**config.mk**
```make
export PLATFORM = sky130hd
export DESIGN_NAME = first_fit_block_allocator_flat
export DESIGN_NICKNAME = d
export VERILOG_FILES = /design/src/hw/rtl/ffba_pkg.sv /design/src/hw/rtl/ffba_req_if.sv /design/src/hw/rtl/ffba_rsp_if.sv /design/src/hw/rtl/ffba_csr_if.sv /design/src/hw/rtl/ffba_ram.sv /design/src/hw/rtl/first_fit_block_allocator.sv /design/src/flat_wrapper.sv
export SDC_FILE = /design/constraint.sdc
export NUM_CORES = 2
export LEC_CHECK = 0
export BUFFER_PORTS_ARGS = -buffer_cell sky130_fd_sc_hd__buf_2
export CAP_MARGIN = 20
export CORE_MARGIN = 2
export CORE_UTILIZATION = 42
export DETAILED_ROUTE_END_ITERATION = 12
export PLACE_DENSITY = 0.64
export SLEW_MARGIN = 20
export SYNTH_ARGS = -nofsm -noshare
export SYNTH_HDL_FRONTEND = slang
export SYNTH_SLANG_ARGS = --single-unit
```
**constraint.sdc**
```tcl
create_clock -name clock -period 14.7 [get_ports clock]
set_input_delay 1.47 -clock clock [delete_from_list [all_inputs] [get_ports clock]]
set_output_delay 1.47 -clock clock [all_outputs]
set_load 0.1 [all_outputs]
```
**src/hw/rtl/ffba_pkg.sv**
```systemverilog
// Shared types, codes and defaults for the first-fit block allocator.
// Used by the channel interfaces, the top level and the testbench.
// No dependencies.
`default_nettype none

package ffba_pkg;

   // Default table depth and block header size in bytes
   localparam int MAX_BLOCKS_DEF   = 64;
   localparam int HEADER_BYTES_DEF = 24;

   // Field widths fixed by the item formats
   localparam int ADDR_W   = 24;
   localparam int SIZE_W   = 20;
   localparam int STATUS_W = 3;

   // Request kinds
   localparam logic KIND_ALLOC = 1'b0;
   localparam logic KIND_FREE  = 1'b1;

   // Result status codes
   localparam logic [STATUS_W-1:0] ST_REUSED   = 3'd0;
   localparam logic [STATUS_W-1:0] ST_APPENDED = 3'd1;
   localparam logic [STATUS_W-1:0] ST_NO_ROOM  = 3'd2;
   localparam logic [STATUS_W-1:0] ST_FREED    = 3'd3;
   localparam logic [STATUS_W-1:0] ST_UNKNOWN  = 3'd4;

   // Reset value of the heap limit register
   localparam logic [ADDR_W-1:0] HEAP_LIMIT_RESET = 24'hFF_FFFF;

   // One row of the block table
   typedef struct packed {
      logic [ADDR_W-1:0] base;
      logic [SIZE_W-1:0] bytes;
      logic              is_free;
   } entry_type;

endpackage

`default_nettype wire

```
**src/hw/rtl/ffba_req_if.sv**
```systemverilog
// Request channel of the first-fit block allocator: valid/ready plus payload.
// Depends on ffba_pkg for field widths.
`default_nettype none

interface ffba_req_if;
   import ffba_pkg::*;

   logic              valid;
   logic              ready;
   logic              kind;
   logic [SIZE_W-1:0] request_size;
   logic [ADDR_W-1:0] block_address;

   modport source (output valid, kind, request_size, block_address, input ready);
   modport sink   (input valid, kind, request_size, block_address, output ready);
endinterface

`default_nettype wire

```
**src/hw/rtl/ffba_rsp_if.sv**
```systemverilog
// Response channel of the first-fit block allocator: valid/ready plus payload.
// Depends on ffba_pkg for field widths.
`default_nettype none

interface ffba_rsp_if;
   import ffba_pkg::*;

   logic                valid;
   logic                ready;
   logic [ADDR_W-1:0]   payload_address;
   logic [STATUS_W-1:0] status;

   modport source (output valid, payload_address, status, input ready);
   modport sink   (input valid, payload_address, status, output ready);
endinterface

`default_nettype wire

```
**src/hw/rtl/ffba_csr_if.sv**
```systemverilog
// Control register write channel of the first-fit block allocator.
// Depends on ffba_pkg for the heap limit width.
`default_nettype none

interface ffba_csr_if;
   import ffba_pkg::*;

   logic              valid;
   logic              ready;
   logic [ADDR_W-1:0] heap_limit;

   modport source (output valid, heap_limit, input ready);
   modport sink   (input valid, heap_limit, output ready);
endinterface

`default_nettype wire

```
**src/hw/rtl/ffba_ram.sv**
```systemverilog
// Generic single-write, single-read RAM with registered read data.
// No dependencies.
`default_nettype none

module ffba_ram #(
   parameter  int WIDTH = 8,
   parameter  int DEPTH = 64,
   localparam int AW    = (DEPTH > 1) ? $clog2(DEPTH) : 1
) (
   input  wire logic             clock,
   input  wire logic             wr_en,
   input  wire logic [AW-1:0]    wr_addr,
   input  wire logic [WIDTH-1:0] wr_data,
   input  wire logic             rd_en,
   input  wire logic [AW-1:0]    rd_addr,
   output logic      [WIDTH-1:0] rd_data
);

   logic [WIDTH-1:0] mem [DEPTH];
   logic [WIDTH-1:0] rd_data_ff;

   // Write port
   always_ff @(posedge clock) begin
      if (wr_en) begin
         mem[wr_addr] <= wr_data;
      end
   end

   // Registered read port
   always_ff @(posedge clock) begin
      if (rd_en) begin
         rd_data_ff <= mem[rd_addr];
      end
   end

   assign rd_data = rd_data_ff;

endmodule

`default_nettype wire

```
**src/hw/rtl/first_fit_block_allocator.sv**
```systemverilog
// First-fit block allocator: block table in RAM, scan sequencer, result register.
// Depends on ffba_pkg, ffba_req_if, ffba_rsp_if, ffba_csr_if and ffba_ram.
//
// Usage:
//   req carries allocate (kind 0, request_size) and free (kind 1, block_address)
//   beats. rsp returns exactly one beat per request: payload_address and status
//   (reused, appended, no room, freed, unknown address). csr writes heap_limit;
//   it is always ready and should only be written while no request is in flight.
//   Each request scans the block table oldest first, one table row per cycle
//   through the single RAM read port, stopping at the first hit. A zero-size
//   allocate skips the scan and answers no room. req is ready only while the
//   sequencer is idle, from the cycle rsp turns valid, so no new request is
//   taken while a scan is in progress.
//   The result is held in an output register; a new request may be accepted
//   while it waits. If rsp stalls and a further result is finished, the
//   sequencer holds that result and takes no request until the register frees.
//   Reset clears the block count, heap break and pending beats and loads the
//   heap limit with its maximum; table rows need no clearing.
`default_nettype none

module first_fit_block_allocator #(
   parameter int MAX_BLOCKS   = ffba_pkg::MAX_BLOCKS_DEF,
   parameter int HEADER_BYTES = ffba_pkg::HEADER_BYTES_DEF
) (
   input wire logic clock,
   input wire logic reset,
   ffba_req_if.sink   req,
   ffba_rsp_if.source rsp,
   ffba_csr_if.sink   csr
);
   import ffba_pkg::*;

   localparam int IW = (MAX_BLOCKS > 1) ? $clog2(MAX_BLOCKS) : 1;
   localparam int CW = $clog2(MAX_BLOCKS + 1);
   localparam int NW = ADDR_W + 1;
   localparam logic [NW-1:0] HDR = NW'(HEADER_BYTES);
   localparam logic [CW-1:0] FULL = CW'(MAX_BLOCKS);

   // Sequencer state codes
   localparam logic [1:0] S_IDLE = 2'd0;
   localparam logic [1:0] S_SCAN = 2'd1;
   localparam logic [1:0] S_EMIT = 2'd2;

   logic [1:0]          state_ff, state_in;
   logic [CW-1:0]       count_ff, count_in;
   logic [ADDR_W-1:0]   break_ff, break_in;
   logic [ADDR_W-1:0]   limit_ff, limit_in;
   logic [CW-1:0]       ptr_ff, ptr_in;
   logic                pend_ff, pend_in;
   logic [IW-1:0]       pidx_ff, pidx_in;
   logic                kind_ff, kind_in;
   logic [SIZE_W-1:0]   size_ff, size_in;
   logic [ADDR_W-1:0]   addr_ff, addr_in;
   logic [ADDR_W-1:0]   res_addr_ff, res_addr_in;
   logic [STATUS_W-1:0] res_st_ff, res_st_in;
   logic                rsp_valid_ff, rsp_valid_in;
   logic [ADDR_W-1:0]   rsp_addr_ff, rsp_addr_in;
   logic [STATUS_W-1:0] rsp_st_ff, rsp_st_in;

   logic          wr_en;
   logic [IW-1:0] wr_addr;
   entry_type     wr_data;
   logic          rd_en;
   entry_type     rd_data;

   logic          issue;
   logic          slot_free;
   logic [NW-1:0] sum_a, sum_b, sum;
   logic [NW-1:0] need;
   logic          match;

   // Block table
   ffba_ram #(
      .WIDTH ($bits(entry_type)),
      .DEPTH (MAX_BLOCKS)
   ) u_table (
      .clock   (clock),
      .wr_en   (wr_en),
      .wr_addr (wr_addr),
      .wr_data (wr_data),
      .rd_en   (rd_en),
      .rd_addr (ptr_ff[IW-1:0]),
      .rd_data (rd_data)
   );

   // Shared adder: header-relative address of the row under test, or of the block to append
   always_comb begin
      sum_a = {1'b0, rd_data.base};
      if (state_ff == S_SCAN && !pend_ff) begin
         sum_a = {1'b0, break_ff};
      end
      sum_b = HDR;
      sum   = sum_a + sum_b;
      need  = sum + {{(NW-SIZE_W){1'b0}}, size_ff};
   end

   // Row compare for the request kind
   always_comb begin
      if (kind_ff == KIND_ALLOC) begin
         match = pend_ff && rd_data.is_free && (rd_data.bytes >= size_ff);
      end else begin
         match = pend_ff && (sum == {1'b0, addr_ff});
      end
   end

   assign issue     = (ptr_ff != count_ff);
   assign slot_free = !rsp_valid_ff || rsp.ready;

   // Sequencer
   always_comb begin
      state_in    = state_ff;
      count_in    = count_ff;
      break_in    = break_ff;
      ptr_in      = ptr_ff;
      pend_in     = 1'b0;
      pidx_in     = pidx_ff;
      kind_in     = kind_ff;
      size_in     = size_ff;
      addr_in     = addr_ff;
      res_addr_in = res_addr_ff;
      res_st_in   = res_st_ff;
      rd_en       = 1'b0;
      wr_en       = 1'b0;
      wr_addr     = pidx_ff;
      wr_data     = rd_data;

      unique case (state_ff)
         S_IDLE: begin
            if (req.valid) begin
               kind_in = req.kind;
               size_in = req.request_size;
               addr_in = req.block_address;
               ptr_in  = '0;
               if (req.kind == KIND_ALLOC && req.request_size == '0) begin
                  res_addr_in = '0;
                  res_st_in   = ST_NO_ROOM;
                  state_in    = S_EMIT;
               end else begin
                  state_in = S_SCAN;
               end
            end
         end
         S_SCAN: begin
            if (match) begin
               // Hit: write the row back with its new free mark
               wr_en           = 1'b1;
               wr_addr         = pidx_ff;
               wr_data         = rd_data;
               wr_data.is_free = (kind_ff == KIND_FREE);
               if (kind_ff == KIND_ALLOC) begin
                  res_addr_in = sum[ADDR_W-1:0];
                  res_st_in   = ST_REUSED;
               end else begin
                  res_addr_in = '0;
                  res_st_in   = ST_FREED;
               end
               state_in = S_EMIT;
            end else if (issue) begin
               // Advance to the next row
               rd_en   = 1'b1;
               pend_in = 1'b1;
               pidx_in = ptr_ff[IW-1:0];
               ptr_in  = ptr_ff + CW'(1);
            end else if (!pend_ff) begin
               // Table exhausted
               state_in    = S_EMIT;
               res_addr_in = '0;
               if (kind_ff == KIND_FREE) begin
                  res_st_in = ST_UNKNOWN;
               end else if (count_ff == FULL || need > {1'b0, limit_ff}) begin
                  res_st_in = ST_NO_ROOM;
               end else begin
                  wr_en           = 1'b1;
                  wr_addr         = count_ff[IW-1:0];
                  wr_data.base    = break_ff;
                  wr_data.bytes   = size_ff;
                  wr_data.is_free = 1'b0;
                  count_in        = count_ff + CW'(1);
                  break_in        = need[ADDR_W-1:0];
                  res_addr_in     = sum[ADDR_W-1:0];
                  res_st_in       = ST_APPENDED;
               end
            end
         end
         S_EMIT: begin
            if (slot_free) begin
               state_in = S_IDLE;
            end
         end
         default: begin
            state_in = S_IDLE;
         end
      endcase
   end

   // Output register: load a finished result, drop a taken beat
   always_comb begin
      rsp_valid_in = rsp_valid_ff;
      rsp_addr_in  = rsp_addr_ff;
      rsp_st_in    = rsp_st_ff;
      if (rsp.ready) begin
         rsp_valid_in = 1'b0;
      end
      if (state_ff == S_EMIT && slot_free) begin
         rsp_valid_in = 1'b1;
         rsp_addr_in  = res_addr_ff;
         rsp_st_in    = res_st_ff;
      end
   end

   // Heap limit register
   always_comb begin
      limit_in = limit_ff;
      if (csr.valid) begin
         limit_in = csr.heap_limit;
      end
   end

   // Control state
   always_ff @(posedge clock) begin
      if (reset) begin
         state_ff     <= S_IDLE;
         count_ff     <= '0;
         break_ff     <= '0;
         limit_ff     <= HEAP_LIMIT_RESET;
         ptr_ff       <= '0;
         pend_ff      <= 1'b0;
         rsp_valid_ff <= 1'b0;
      end else begin
         state_ff     <= state_in;
         count_ff     <= count_in;
         break_ff     <= break_in;
         limit_ff     <= limit_in;
         ptr_ff       <= ptr_in;
         pend_ff      <= pend_in;
         rsp_valid_ff <= rsp_valid_in;
      end
   end

   // Payload registers
   always_ff @(posedge clock) begin
      pidx_ff     <= pidx_in;
      kind_ff     <= kind_in;
      size_ff     <= size_in;
      addr_ff     <= addr_in;
      res_addr_ff <= res_addr_in;
      res_st_ff   <= res_st_in;
      rsp_addr_ff <= rsp_addr_in;
      rsp_st_ff   <= rsp_st_in;
   end

   assign req.ready           = (state_ff == S_IDLE);
   assign rsp.valid           = rsp_valid_ff;
   assign rsp.payload_address = rsp_addr_ff;
   assign rsp.status          = rsp_st_ff;
   assign csr.ready           = 1'b1;

endmodule

`default_nettype wire

```
**src/flat_wrapper.sv**
```systemverilog
// flat-port wrapper written by rule: the top's interface ports become plain ports
module first_fit_block_allocator_flat import ffba_pkg::*;
#(
   parameter int MAX_BLOCKS   = ffba_pkg::MAX_BLOCKS_DEF,
   parameter int HEADER_BYTES = ffba_pkg::HEADER_BYTES_DEF
)
  (clock, reset, req_valid, req_kind, req_request_size, req_block_address, req_ready, rsp_valid, rsp_payload_address, rsp_status, rsp_ready, csr_valid, csr_heap_limit, csr_ready);
  ffba_req_if req_i ();
  ffba_rsp_if rsp_i ();
  ffba_csr_if csr_i ();
  input wire logic clock;
  input wire logic reset;
  input wire logic [$bits(req_i.valid)-1:0] req_valid;
  input wire logic [$bits(req_i.kind)-1:0] req_kind;
  input wire logic [$bits(req_i.request_size)-1:0] req_request_size;
  input wire logic [$bits(req_i.block_address)-1:0] req_block_address;
  output wire logic [$bits(req_i.ready)-1:0] req_ready;
  output wire logic [$bits(rsp_i.valid)-1:0] rsp_valid;
  output wire logic [$bits(rsp_i.payload_address)-1:0] rsp_payload_address;
  output wire logic [$bits(rsp_i.status)-1:0] rsp_status;
  input wire logic [$bits(rsp_i.ready)-1:0] rsp_ready;
  input wire logic [$bits(csr_i.valid)-1:0] csr_valid;
  input wire logic [$bits(csr_i.heap_limit)-1:0] csr_heap_limit;
  output wire logic [$bits(csr_i.ready)-1:0] csr_ready;
  assign req_i.valid = req_valid;
  assign req_i.kind = req_kind;
  assign req_i.request_size = req_request_size;
  assign req_i.block_address = req_block_address;
  assign req_ready = req_i.ready;
  assign rsp_valid = rsp_i.valid;
  assign rsp_payload_address = rsp_i.payload_address;
  assign rsp_status = rsp_i.status;
  assign rsp_i.ready = rsp_ready;
  assign csr_i.valid = csr_valid;
  assign csr_i.heap_limit = csr_heap_limit;
  assign csr_ready = csr_i.ready;
  first_fit_block_allocator #(.MAX_BLOCKS(MAX_BLOCKS), .HEADER_BYTES(HEADER_BYTES)) u_core (.clock(clock), .reset(reset), .req(req_i), .rsp(rsp_i), .csr(csr_i));
endmodule
```
After elaboration in Yosys (flattened, before gate mapping):

Memory sizes are Yosys's and may differ from the RTL's. A register that Yosys moved wholly into a read port is not among the register bits.
Index checks and enable logic that the tools add are counted.

* bits in registers: 171
* memory bits (writable): 2880
* logic and storage cells: 116
* memories: 1

* add/sub/neg operators: 4
* magnitude comparators: 2
* equality and inequality tests: 12
* mux-type cells: 56
* bitwise operators: 6
* reductions and logical operators: 20

Memory list
* u_core.u_table.mem: depth 64, width 45, rd ports 1, clocked after Yosys merged registers in 1, write ports 1, RTL line ffba_ram.sv:19 `logic [WIDTH-1:0] mem [DEPTH];`

Operators by type and width (count)
* $mux W45: 6
* $mux W24: 9
* $pmux W24 S2: 1
* $mux W6: 6
* $add A24 B5 Y25 const B: 1
* $add A25 B20 Y25: 1
* $eq A25 B24 Y1: 1
* $gt A25 B24 Y1: 1
* $mux W7: 3
* $ge A20 B20 Y1: 1
* $logic_not A20 Y1: 1
* $mux W3: 6
* $mux W2: 8
* $add A7 B1 Y7 const B: 2
* $mux W1: 14
* $pmux W7 S2: 1
* $reduce_and A4 Y1: 2
* $eq A7 B7 Y1 const B: 1
* $ne A7 B7 Y1: 1
* $logic_and A1 B1 Y1: 6
* $ne A2 B1 Y1 const B: 3
* $ne A3 B3 Y1 const B: 2
* $not A1 Y1: 6
* $pmux W2 S3: 1
* other kinds (12): 16

Depth between registers and ports, before layout:

* word-level depth: 15
* mapped depth: 36
* depth with buffers taken out: 27

Modules after synthesis:

A second synthesis with hierarchy kept.

* cell total of the unflattened synthesis: 6049
* area total of the unflattened synthesis: 121403.9 um2

By module, submodules not included
* ffba_ram: times used 1, cells each 4923, area an instance 110941.4 um2, seq. area each 87834.2 um2
* first_fit_block_allocator: times used 1, cells each 1126, area an instance 10462.5 um2, seq. area each 4474.3 um2

Worst setup path before layout:

Ideal clock, no wire load.

* kind: reg-to-reg
* from: reg u_core.pend_ff
* to: mem u_core.u_table.mem[37][0] in the netlist's numbering, enable pin
* library setup time: 0.503 ns
* arrival time: 10.049 ns
* path slack: 4.148 ns
* stages on the path, launching flop included: 35
* path buffers: 7
* cells stage by stage: dfxtp_1 -> or3b_1 -> buf_6 -> buf_2 -> buf_4 -> buf_4 -> buf_1 -> mux2i_1 -> ha_1 -> clkbuf_1 -> and4b_1 -> nand3_1 -> or3b_2 -> and2_1 -> ha_1 -> a21o_1 -> a31o_2 -> a221o_1 -> a31o_2 -> a21oi_1 -> o21bai_1 -> a21oi_1 -> xnor2_1 -> ha_1 -> a21o_1 -> a21oi_1 -> o21ai_0 -> nor3_1 -> a21oi_1 -> nor3_1 -> nand4bb_1 -> buf_2 -> nor2_1 -> nor2_1 -> nor3_1

* word-level cells in the longest chain between the ends: 15

RTL lines
* from (decl): RTL line first_fit_block_allocator.sv:49 `logic pend_ff, pend_in;`
* from (signal assigned): RTL line first_fit_block_allocator.sv:235 `pend_ff <= pend_in;`
* $logic_not A1 Y1 (*): RTL line first_fit_block_allocator.sv:89 `if (state_ff == S_SCAN && !pend_ff) begin`
* $logic_and A1 B1 Y1 (*): RTL line first_fit_block_allocator.sv:89
* $mux W24 (*): RTL line first_fit_block_allocator.sv:89
* $add A24 B5 Y25 (*): RTL line first_fit_block_allocator.sv:93 `sum = sum_a + sum_b;`
* $add A25 B20 Y25 (*): RTL line first_fit_block_allocator.sv:94 `need = sum + {{(NW-SIZE_W){1'b0}}, size_ff};`
* named net u_core.need[18]: RTL line first_fit_block_allocator.sv:69 `logic [NW-1:0] need;`
* $gt A25 B24 Y1 (*): RTL line first_fit_block_allocator.sv:170 `end else if (count_ff == FULL || need > {1'b0, limit_ff}) begin`
* $logic_or A1 B1 Y1 (*): RTL line first_fit_block_allocator.sv:170
* $mux W1: RTL line first_fit_block_allocator.sv:170
* $mux W1: RTL line first_fit_block_allocator.sv:168 `if (kind_ff == KIND_FREE) begin`
* $mux W1: RTL line first_fit_block_allocator.sv:164 `end else if (!pend_ff) begin`
* $mux W1: RTL line first_fit_block_allocator.sv:158 `end else if (issue) begin`
* $mux W1: RTL line first_fit_block_allocator.sv:144 `if (match) begin`
* $mux W1: RTL line first_fit_block_allocator.sv:127 `unique case (state_ff)`
* $mux W1: RTL line ffba_ram.sv:24 `if (wr_en) begin`
* $mux W1 (not written as such): RTL line ffba_ram.sv:25 `mem[wr_addr] <= wr_data;`
* to (decl): RTL line ffba_ram.sv:19

The timed path passes the listed nets; every way through them passes the cells marked *.

Final worst setup path:

* from: reg u_core.state_ff[0]
* to: mem u_core.u_table.mem[34][23] in the netlist's numbering, enable pin

* word-level cells in the longest chain between the ends: 15

RTL lines
* from (decl): RTL line first_fit_block_allocator.sv:44 `logic [1:0] state_ff, state_in;`
* from (signal assigned): RTL line first_fit_block_allocator.sv:230 `state_ff <= state_in;`
* $eq A2 B1 Y1 (*): RTL line first_fit_block_allocator.sv:89
* $logic_and A1 B1 Y1 (*): RTL line first_fit_block_allocator.sv:89
* $mux W24 (*): RTL line first_fit_block_allocator.sv:89
* $add A24 B5 Y25 (*): RTL line first_fit_block_allocator.sv:93
* $add A25 B20 Y25 (*): RTL line first_fit_block_allocator.sv:94
* named net u_core.need[18]: RTL line first_fit_block_allocator.sv:69
* $gt A25 B24 Y1 (*): RTL line first_fit_block_allocator.sv:170
* $logic_or A1 B1 Y1 (*): RTL line first_fit_block_allocator.sv:170
* $mux W1: RTL line first_fit_block_allocator.sv:170
* $mux W1: RTL line first_fit_block_allocator.sv:168
* $mux W1: RTL line first_fit_block_allocator.sv:164
* $mux W1: RTL line first_fit_block_allocator.sv:158
* $mux W1: RTL line first_fit_block_allocator.sv:144
* $mux W1: RTL line first_fit_block_allocator.sv:127
* $mux W1: RTL line ffba_ram.sv:24
* $mux W1 (not written as such): RTL line ffba_ram.sv:25

Marks and branches as above.

==> flow_metrics.py <==
metrics = {
    "floorplan": {
        "fp.dieArea_um2": 293000,
        "initial_core_util": 0.421,
        "core_um2": 287000,
        "fp-row-count": 197,
        "die_y_um": 541,
        "io_pins": 104,
        "die_w_um": 541,
    },
    "power_and_ir_drop": {
        "p_leak_nw": 41.2,
        "power_density_nw_per_um2": 137,
        "peakVddDrop_v": 0.000105,
        "combinationalPowerShare": 0.057,
        "p_sw_w": 0.00405,
        "seqPwrFrac": 0.531,
        "cell_internal_pwr_w": 0.0146,
        "clkPwrFrac": 0.411,
        "p_sw_frac": 0.218,
    },
    "cells_and_area": {
        "fin_util": 0.474,
        "final_layout_size_suffix_gt1_frac": 0.302,
        "fin_area_um2": 136000,
        "fin_nets": 5641,
        "area_growth_pct": 12.5,
    },
    "timing": {
        "rsz0062_at_grt": "no",
        "final_hold_viol_count": 0,
        "fin_tns_setup_ns": 0,
        "worst_pin_slew_ns": 1.15,
        "slew_headroom": 0.227,
        "min_period_over_period": 0.685,
        "clock_skew_ns": 0.0500,
        "fmax_ghz": 0.0993,
        "setup-violations-final": 0,
        "finalCriticalPeriod_ns": 10.07,
        "slew_viol_final": 0,
    },
    "synth": {
        "synthCells": 5239,
        "syn_avg_cell_area_um2": 23.1,
        "ys_warn_count": 0,
        "synth-edff-count": 3030,
        "syn-num-nets": 5382,
        "yosysSeqAreaShare": 0.762,
        "yosys_register_bits": 3096,
        "ys.flop_type": "edfxtp_1",
        "synth-async-reset-ratio": 0,
        "syn_area_um2": 121000,
        "yosysUniqueCellTypes": 89,
    },
    "worst_setup_path": {
        "required_ns": 15.17,
        "max_stage_delay_ns": 0.94,
        "crit_arrival_ns": 10.54,
        "worst_path_max_delay_cell": "nor2_4",
        "critPathKind": "flop to flop",
        "critPathMaxFanout": 45,
        "crit_top_cell": "a21oi_1",
        "end_kind": "flop",
        "start_kind": "flop",
    },
    "clock_network": {
        "postCtsHoldBufs": 0,
        "postCtsSetupRepairBufs": 0,
        "clk_latency_ns": 0.88,
        "cts_tree": "yes",
        "cts.root.buffer_cell": "clkbuf_16",
        "htree_levels": 5,
        "cts_resized": 0,
        "clock_path_buffers": 4,
        "cts.sink_count": 3096,
        "clk_pin_slew_worst_paths_ns": 0.06,
        "cts_made_buffers": 309,
    },
    "detailed_routing": {
        "drt_pass1_iterations": 6,
        "dr.first_iter.drc_count": 7558,
        "wire_per_inst_um": 33.0,
        "routed_wl_um": 314000,
        "avgViaCountPerCell": 6.08,
        "vias": 57900,
        "drc": 0,
        "postRouteAntennaNets": 0,
    },
    "global_routing": {
        "grt_pass1_vias": 57200,
        "grt_use_total": 0.212,
        "grt_start_max_net_pins": 141,
        "antenna_found_initial": 15,
        "overflow": 0,
        "grt_first_pass_wirelength_um": 442000,
    },
    "run": {
        "drv_cap": 0,
    },
    "place": {
        "dpl_cell_area_um2": 126000,
        "dpl.hpwl_um": 177000,
        "port_buffers": 102,
        "gp_congestion": 0.900,
    },
    "min_path": {
        "worstHoldPathType": "flop to flop",
    },
    "outcome": {
        "status": "completed",
    },
}
==> path summary, 6_finish.rpt <==
kind,start,endpoint,cells after the start,slack (ns)
worst max-delay path,u_core.state_ff[0]$_SDFFE_PP0P_,u_core.u_table.mem[34][23]$_DFFE_PP_,30,4.63
worst min-delay path,u_core.res_addr_ff[10]$_SDFFCE_PP0P_,u_core.rsp.payload_address[10]$_DFFE_PP_,0,0.41
worst max register to register,u_core.state_ff[0]$_SDFFE_PP0P_,u_core.u_table.mem[34][23]$_DFFE_PP_,30,4.63
worst min register to register,u_core.res_addr_ff[10]$_SDFFCE_PP0P_,u_core.rsp.payload_address[10]$_DFFE_PP_,0,0.41
==> synthesized netlist by cell type (6+ instances only) <==
library cell,n,share of area
o21ai_0,30,0.0012
and4_1,8,0.00058
ha_1,68,0.0070
nor3_1,31,0.0013
nor2b_1,23,0.0012
and3_1,7,0.00036
nand3_1,31,0.0013
o22ai_1,6,0.00031
o21a_1,11,0.00068
mux2i_1,26,0.0021
edfxtp_1,3030,0.75
xor2_1,22,0.0016
buf_2,9,0.00037
and2_1,59,0.0030
buf_1,67,0.0021
mux2_2,48,0.0045
xnor2_1,42,0.0030
inv_1,70,0.0022
nand2_1,109,0.0034
dfxtp_1,66,0.011
nand4_1,15,0.00078
nor4_1,18,0.00093
clkbuf_1,177,0.0055
nor2_1,80,0.0025
o211ai_1,26,0.0016
a31oi_1,7,0.00036
o31ai_1,6,0.00037
mux4_2,945,0.18
a21o_1,15,0.00093
a211oi_1,7,0.00043
a21oi_1,60,0.0025
nand2b_1,8,0.00041
==> per-stage QoR <==
| stage | total power, W | std cells | setup WS [ns] | hold WS, ns |
|---|---|---|---|---|
| after CTS | 0.0187 | 9509 | 4.76 | 0.418 |
| after detailed placement | 0.0112 | 8967 | 4.85 | 0.405 |
| after global placement | 0.0111 | 8967 | 4.84 | 0.403 |
| after global routing | 0.0191 | 9513 | 4.06 | 0.418 |
| final | 0.0186 | 9521 | 4.63 | 0.414 |
| after floorplan | 0.0107 | 5239 | 4.15 | 0.400 |
==> cell usage in the layout (no fill, tap or decap), drive strengths merged, types with 50 or more instances in the layout <==
master and count:
buf 208, nor2 80, edfxtp 3030, clkinv 119, and2 59, clkbuf 376, mux2 50, dfxtp 66
a21oi 63, inv 84, nand2 109, mux4 945, ha 68
==> power groups by stage <==
stage / clock [W] / sequential [W] / combinational [W]
CTS: 0.00776 / 0.00990 / 0.00107
global placement: 0 / 0.0101 / 0.00105
floorplan: 0 / 0.0101 / 0.000672
finish: 0.00766 / 0.00990 / 0.00107
global route: 0.00809 / 0.00990 / 0.00114
detailed placement: 0 / 0.0101 / 0.00107
==> critical path: cells and delay by family, from the launching register on <==
family                     cells  cell delay [ns]
AOI/OAI and AO/OA             12             2.47
xor gates and xnor gates       1             0.19
adders and majority gates      3             1.14
buffers and inverters          3             1.26
DFF                            1             0.50
muxes                          1             0.44
and+or+nand+nor               10             3.51
==> cell type report <==
type	instances	area (um2)
Clock inverter	167	1550
Antenna cell	11	27.5
Tap cell	3781	4730
Fill cell	23000	151000
Inverter	71	267
Timing Repair Buffer	209	1390
Clock buffer	375	8100
Sequential cell	3096	92300
Multi-Input combinational cell	1811	27800
==> sequential cells by signal (all words and copies together), names as in the netlist, 2 cells and up <==
name,count
u_core.u_table.mem,2880
u_core.u_table.rd_data,45
u_core.addr_ff,24
u_core.break_ff,24
u_core.limit_ff,24
u_core.res_addr_ff,24
u_core.rsp.payload_address,24
u_core.size_ff,20
u_core.count_ff,7
u_core.ptr_ff,7
u_core.pidx_ff,6
u_core.res_st_ff,3
u_core.rsp.status,3
u_core.state_ff,2
==> kinds of logic (layout without fill, tap and decap cells) <==
logic type                 count (synthesis)  in the layout  share of synthesized area
AOI/OAI and AO/OA                        226            226                     0.0132
xor gates and xnor gates                  67             67                    0.00515
adders and majority gates                 69             69                    0.00719
buffers and inverters                    332            822                     0.0107
DFF                                     3096           3096                      0.762
muxes                                   1024           1024                      0.183
other                                      1             12                  0.0000310
and+or+nand+nor                          424            424                     0.0182
==> metal layers <==
| layer | vias up | GRT usage | part of all wire |
|---|---|---|---|
| li1 | 22900 | - | - |
| met1 | 31500 | 0.309 | 0.41 |
| met2 | 2941 | 0.325 | 0.46 |
| met3 | 498 | 0.0457 | 0.098 |
| met4 | 8 | 0.0594 | 0.027 |
| met5 | - | 0 | 0.00017 |
Power figures use the tool's default switching activity.
